`config.mk`:
```
export PLATFORM = sky130hd
export DESIGN_NAME = smtd_mac
export DESIGN_NICKNAME = d
export VERILOG_FILES = /design/src/hw/rtl/smtd_pkg.sv /design/src/hw/rtl/smtd_mac.sv
export SDC_FILE = /design/constraint.sdc
export NUM_CORES = 2
export LEC_CHECK = 0
export BUFFER_PORTS_ARGS = -buffer_cell sky130_fd_sc_hd__buf_2
export CORE_UTILIZATION = 40
export CTS_CLUSTER_DIAMETER = 150
export DETAILED_ROUTE_END_ITERATION = 6
export PLACE_DENSITY = 0.64
export SETUP_SLACK_MARGIN = 0.02
export SLEW_MARGIN = 15
export SYNTH_ARGS = -nofsm -noshare
export SYNTH_HDL_FRONTEND = slang
export SYNTH_SLANG_ARGS = --single-unit
```
`constraint.sdc`:
```
create_clock -name aclk -period 12.7 [get_ports aclk]
set_clock_uncertainty 0.05 [all_clocks]
set_input_delay 1.27 -clock aclk [delete_from_list [all_inputs] [get_ports aclk]]
set_output_delay 1.27 -clock aclk [all_outputs]
set_load 0.03 [all_outputs]
```
`src/hw/rtl/smtd_pkg.sv`:
```
package smtd_pkg;

    // default sizing of the delay line
    localparam int DEF_BUFFER_DEPTH = 65536;
    localparam int DEF_TAP_COUNT    = 32;
    localparam int DEF_SAMPLE_WIDTH = 24;

    // fixed field widths
    localparam int ACT_W   = 2;
    localparam int IDX_W   = 5;
    localparam int DELAY_W = 16;
    localparam int GAIN_W  = 16;

    // tap number, tap delay, tap enable and tap gain packed after the two samples
    localparam int CTL_FIELDS_W = IDX_W + DELAY_W + 1 + GAIN_W;

    // gain format, unsigned q3.13
    localparam int                GAIN_FRAC  = 13;
    localparam logic [GAIN_W-1:0] UNITY_GAIN = 16'd8192;
    localparam int                ROUND_BIAS = 4096;

    // register reset
    localparam logic [DELAY_W-1:0] MAX_DELAY_RESET = 16'hFFFF;

    // action codes carried on tuser
    localparam logic [ACT_W-1:0] ACT_SAMPLE    = 2'd0;
    localparam logic [ACT_W-1:0] ACT_SET_DELAY = 2'd1;
    localparam logic [ACT_W-1:0] ACT_SET_GAIN  = 2'd2;
    localparam logic [ACT_W-1:0] ACT_CLEAR     = 2'd3;

    // sequencer to mac control
    typedef struct packed {
        logic clear;
        logic valid;
        logic hit;
    } mac_ctrl_t;

endpackage

```
`src/hw/rtl/smtd_mac.sv`:
```
module smtd_mac #(
    parameter int SAMPLE_WIDTH = smtd_pkg::DEF_SAMPLE_WIDTH,
    parameter int TAP_COUNT    = smtd_pkg::DEF_TAP_COUNT
) (
    input  logic                                aclk,
    input  logic                                aresetn,
    input  smtd_pkg::mac_ctrl_t                 ctrl,
    input  logic signed [SAMPLE_WIDTH-1:0]      left_smp,
    input  logic signed [SAMPLE_WIDTH-1:0]      right_smp,
    input  logic [smtd_pkg::GAIN_W-1:0]         gain,
    output logic signed [SAMPLE_WIDTH-1:0]      left_sum,
    output logic signed [SAMPLE_WIDTH-1:0]      right_sum
);
    import smtd_pkg::*;

    localparam int PROD_W = SAMPLE_WIDTH + GAIN_W + 1;
    localparam int ACC_W  = PROD_W + $clog2(TAP_COUNT + 1);
    localparam int Q_W    = ACC_W + 1 - GAIN_FRAC;

    logic signed [PROD_W-1:0] prod_l;
    logic signed [PROD_W-1:0] prod_r;
    logic signed [PROD_W-1:0] p_l_reg;
    logic signed [PROD_W-1:0] p_r_reg;
    logic signed [ACC_W-1:0]  acc_l_reg;
    logic signed [ACC_W-1:0]  acc_r_reg;
    logic                     p_clear_reg;

    // round half up, then saturate to the sample range
    function automatic logic signed [SAMPLE_WIDTH-1:0] round_sat(
        input logic signed [ACC_W-1:0] a
    );
        logic [ACC_W:0]          b;
        logic signed [Q_W-1:0]   q;
        logic signed [Q_W-1:0]   hi;
        logic signed [Q_W-1:0]   lo;
        b  = {a[ACC_W-1], a} + (ACC_W + 1)'(ROUND_BIAS);
        q  = b[ACC_W:GAIN_FRAC];
        hi = Q_W'((64'd1 << (SAMPLE_WIDTH - 1)) - 64'd1);
        lo = ~hi;
        if (q > hi) begin
            return hi[SAMPLE_WIDTH-1:0];
        end else if (q < lo) begin
            return lo[SAMPLE_WIDTH-1:0];
        end
        return q[SAMPLE_WIDTH-1:0];
    endfunction

    // one product per lane, gain taken as positive
    assign prod_l = left_smp  * $signed({1'b0, gain});
    assign prod_r = right_smp * $signed({1'b0, gain});

    // product stage, skipped taps give zero
    always_ff @(posedge aclk) begin
        if (ctrl.valid && ctrl.hit) begin
            p_l_reg <= prod_l;
            p_r_reg <= prod_r;
        end else begin
            p_l_reg <= '0;
            p_r_reg <= '0;
        end
    end

    // clear flag follows the product stage
    always_ff @(posedge aclk) begin
        if (!aresetn) begin
            p_clear_reg <= 1'b0;
        end else begin
            p_clear_reg <= ctrl.clear;
        end
    end

    // accumulate stage
    always_ff @(posedge aclk) begin
        if (ctrl.clear || p_clear_reg) begin
            acc_l_reg <= '0;
            acc_r_reg <= '0;
        end else begin
            acc_l_reg <= acc_l_reg + ACC_W'(p_l_reg);
            acc_r_reg <= acc_r_reg + ACC_W'(p_r_reg);
        end
    end

    assign left_sum  = round_sat(acc_l_reg);
    assign right_sum = round_sat(acc_r_reg);

endmodule

```
; Yosys cells after proc, flatten, opt, wreduce, memory -nomap -nowiden
; Cells that the tools add are included.
[word_totals]
ff_bits = 177
in_bits = 69
word_cells = 27
[classes]
n_addsub = 4
mul = 2
n_lt_le_gt_ge = 4
n_mux = 10
reduce_logical = 2
[op_table]
columns = operator, count
row1 = two-way mux 24 bit, 6
row2 = adder 47 x 14 -> 48 bit (second input constant), 2
row3 = adder 47 x 41 -> 47 bit, 2
row4 = multiplier 24 x 17 -> 41 bit, 2
row5 = greater-than comparator 35 x 24 -> 1 bit (second input constant), 2
row6 = less-than comparator 35 x 24 -> 1 bit (second input constant), 2
row7 = two-way mux 1 bit, 4
row8 = logical AND 1 bit, 1
row9 = logical OR 1 bit, 1

; Depth between registers and ports, before layout
[logic_depth]
ltp_word = 5
mapped_depth = 26

; Least setup slack after synthesis
; OpenSTA, ideal clock, no wires.
[synth_timing]
path_type = input-to-reg
start = input port gain[8] (netlist name)
end = register p_l_reg[37]
setup_time_ns = 0.122
arrival_ns = 7.265
required_time_ns = 12.528
setup_slack_ns = 5.263
cell_stages = 24
path_buffers = 3
cell_sequence = clkbuf_1 clkbuf_1 nand2_1 fa_1 inv_1 fa_1 fa_1 fa_1 fa_1 inv_1 fa_1 inv_1 ha_1 clkbuf_1 and3_1 nand3_1 or3_1 o221ai_1 o21a_1 o2111a_1 o211ai_1 a21oi_1 nand2_1 a311o_1
[synth_between]
elab_chain_cells = 1
[synth_lines]
columns = element, line_no
row1 = from (decl), smtd_mac.sv:10  ; input logic [smtd_pkg::GAIN_W-1:0] gain,
row2 = multiplier 24 x 17 -> 41 bit, smtd_mac.sv:49  ; assign prod_l = left_smp * $signed({1'b0, gain});
row3 = to (signal assigned), smtd_mac.sv:55  ; p_l_reg <= prod_l;
row4 = to (decl), smtd_mac.sv:22  ; logic signed [PROD_W-1:0] p_l_reg;
; Every way passes these cells.
; A chain may end at the register's enable or synchronous reset.

; Worst setup path in the final report
[layout_timing]
start = input port gain[3] (netlist name)
end = register p_l_reg[40]
; Same word-level chain as after synthesis.

==> results_dict.tcl <==
set metrics [dict create \
    ff2ff_path_depth 13 \
    hp-start "acc_l_reg[0]" \
    r2r_slack_ns 8.71 \
    syn_area_per_cell_um2 8.562 \
    antenna_found_initial 13 \
    clock_sinks 177 \
    cts_buffers 17 \
    fin_tns_setup_ns 0 \
    synth_most_common_cell "inv_1" \
    syn_nets 5663 \
    critPathArrivalTime_ns 7.87 \
    cts_tree "yes" \
    setup_violations 0 \
    finalCritPeriodShare_pct 59.77 \
    status "completed" \
    yosysTopAreaCell "fa_1" \
    yosys_register_bits 177 \
    place_inst 5771 \
    die-height_um 313.8 \
    pre_cts_ws_ns 4.659 \
    r2r_start "p_l_reg[0]" \
    rsz0062_at_grt "false" \
    drive_gt1_share_pct 4.351 \
    viasPerCell 5.101 \
    worst-setup-path-type "input pin to flip-flop" \
    hold_viol_final 0 \
    min_period_ns 7.590 \
    port_buffers 116 \
    ys_warn_count 0 \
    ant_nets 0 \
    drc_errors 0 \
    coreArea_mm2 0.09657 \
    ys_top_cells_by_area "fa_1 39%, ha_1 9.5%, inv_1 9.2%" \
    synth_common_cells "950 x inv_1, 756 x fa_1, 572 x nand2_1, 334 x and2_1, 296 x ha_1" \
    fin_cells 5809 \
    syn-cell-area_mm2 0.03889 \
    cap_violations 0 \
    reg2reg_to "acc_l_reg[46]" \
    die-area_mm2 0.09848 \
    synth_top_area_share_pct 38.92 \
    worst_slew_pin_slew_ns 1.023 \
    hold_class "flip-flop to flip-flop" \
    finish.net_count 5636 \
    grt_max_degree 86 \
    overflow 0 \
    grt_pass1_vias 31170 \
    core.rowCount 114 \
    floorplan.initialDensity_pct 40.27 \
    async_flop_share_pct 0 \
    firstDrtPassIters 5 \
    end_kind "flip-flop" \
    slew_headroom_pct 31.79 \
    ioPinCount 117 \
    synth.distinct_cells 81 \
    ys_seq_area_share_pct 9.111 \
    grt_use_total_pct 20.93 \
    wl_per_cell_um 17.17 \
    dp.final_hpwl_um 77860 \
    cts_setup_buffers 0 \
    cts_resized 0 \
    grt_pass1_wl_um 165000 \
    wirelength_um 99720 \
    root_buffer "clkbuf_16" \
    path_clk_slew_ns 0.08 \
    cp.required_ns 12.98 \
    critPathMaxFanout 48 \
    die_w_um 313.8 \
    clockBufferDepth 2 \
    dr.first_iter.drc_count 1602 \
    clk_latency_ns 0.44 \
    synth_flop_cell "dfxtp_1" \
    drv_slew 0 \
    start_kind "input pin" \
    htreeDepth 4 \
    cp-endpoint "p_l_reg[40]" \
    vias 29630 \
    synthToLayoutAreaGrowth_pct 5.679 \
    fin_ws_ns 5.110 \
    fmax_mhz 131.7 \
    syn_inst 4542 \
    hold_path_depth 2 \
    cts_hold_buf 0 \
    synth_edf_count 0 \
    crit_path_start "gain[3]" \
    gp_congestion 0.8898 \
]
-- layout by cell type (no fill, tap or decap), types with 6 or more instances in the layout --
cell / n
a31oi_1: 18
nor2_1: 218
nand3_1: 54
and3_1: 42
nor2b_1: 30
and2_1: 334
o21bai_1: 24
inv_1: 950
or2_2: 9
nand4_1: 34
nand2b_1: 32
a21o_1: 74
and4_1: 9
nand2_1: 571
fa_1: 756
buf_4: 17
xor2_1: 100
o21a_1: 30
a21boi_0: 7
clkbuf_16: 17
ha_1: 296
nor4_1: 6
a211oi_1: 24
o21ai_1: 6
xnor2_1: 96
buf_2: 116
a21oi_1: 182
or3_1: 10
nor3_1: 40
o211ai_1: 13
inv_6: 6
dfxtp_1: 177
o21ai_0: 111
o31ai_1: 7
nor3b_1: 9
-- stage by stage --
stage	cell area [um^2]	util, %	hold WS [ns]
after floorplan	38890	-	0.4661
after detailed placement	40500	41.94	0.4788
final	41100	42.56	0.4936
after global placement	40500	41.94	0.4757
after global routing	41090	42.55	0.5174
after CTS	41070	42.54	0.4999
-- critical path: stages --
cell and delay, ns:
buf_2 0.08, buf_4 0.58, nand2_1 0.17, fa_1 0.53, fa_1 0.51, fa_1 0.51, inv_1 0.05, fa_1 0.50
fa_1 0.50, inv_1 0.05, fa_1 0.47, inv_1 0.04, ha_1 0.37, a21oi_1 0.19, o21ai_0 0.16, a221o_1 0.33
nor3_1 0.21, o21ai_0 0.21, a211oi_1 0.58, a211oi_1 0.19, o21ai_0 0.21, o31ai_1 0.10
-- metal layers --
| layer | global-route usage [%] | routed length [um] | vias up |
|---|---|---|---|
| met5 | 0 | 83 | - |
| met4 | 4.678 | 1698 | 14 |
| met3 | 3.457 | 6159 | 117 |
| met2 | 34.46 | 46140 | 791 |
| met1 | 28.80 | 45630 | 14840 |
| li1 | - | - | 13870 |
-- how the worst min path moves through the flow --
| stage | endpoint | slack (ns) |
|---|---|---|
| finish | acc_l_reg[0] | 0.49 |
| global route | acc_l_reg[0] | 0.52 |
| CTS | acc_l_reg[0] | 0.50 |
| detailed placement | acc_l_reg[0] | 0.48 |
| global placement | acc_l_reg[0] | 0.48 |
| floorplan | acc_l_reg[0] | 0.47 |
-- area by class of cell --
| cell class | count | area [um^2] |
|---|---|---|
| multi-input cells | 3235 | 31080 |
| fillers | 9502 | 55470 |
| well taps | 1276 | 1597 |
| clock buffers | 19 | 432.9 |
| repair buffers | 134 | 719.4 |
| clock inverters | 13 | 142.6 |
| flip-flops and latches | 177 | 3543 |
| diodes | 5 | 12.51 |
| inverters | 950 | 3566 |
-- cells by family (layout without fill, tap and decap cells) --
logic type                 after synthesis  in the layout  synth area share, %
AOI/OAI and AO/OA                      554            554                8.996
xor gates and xnor gates               196            196                4.414
other                                    0              5                    0
buffers and inverters                 1130           1116                10.96
muxes                                    6              6               0.1577
and+or+nand+nor                       1427           1427                17.92
adders and majority gates             1052           1052                48.44
DFF                                    177            177                9.111
Power is left out: the tool's default activity adds up to more than one toggle a clock period on the data nets, which glitch-free logic cannot reach.
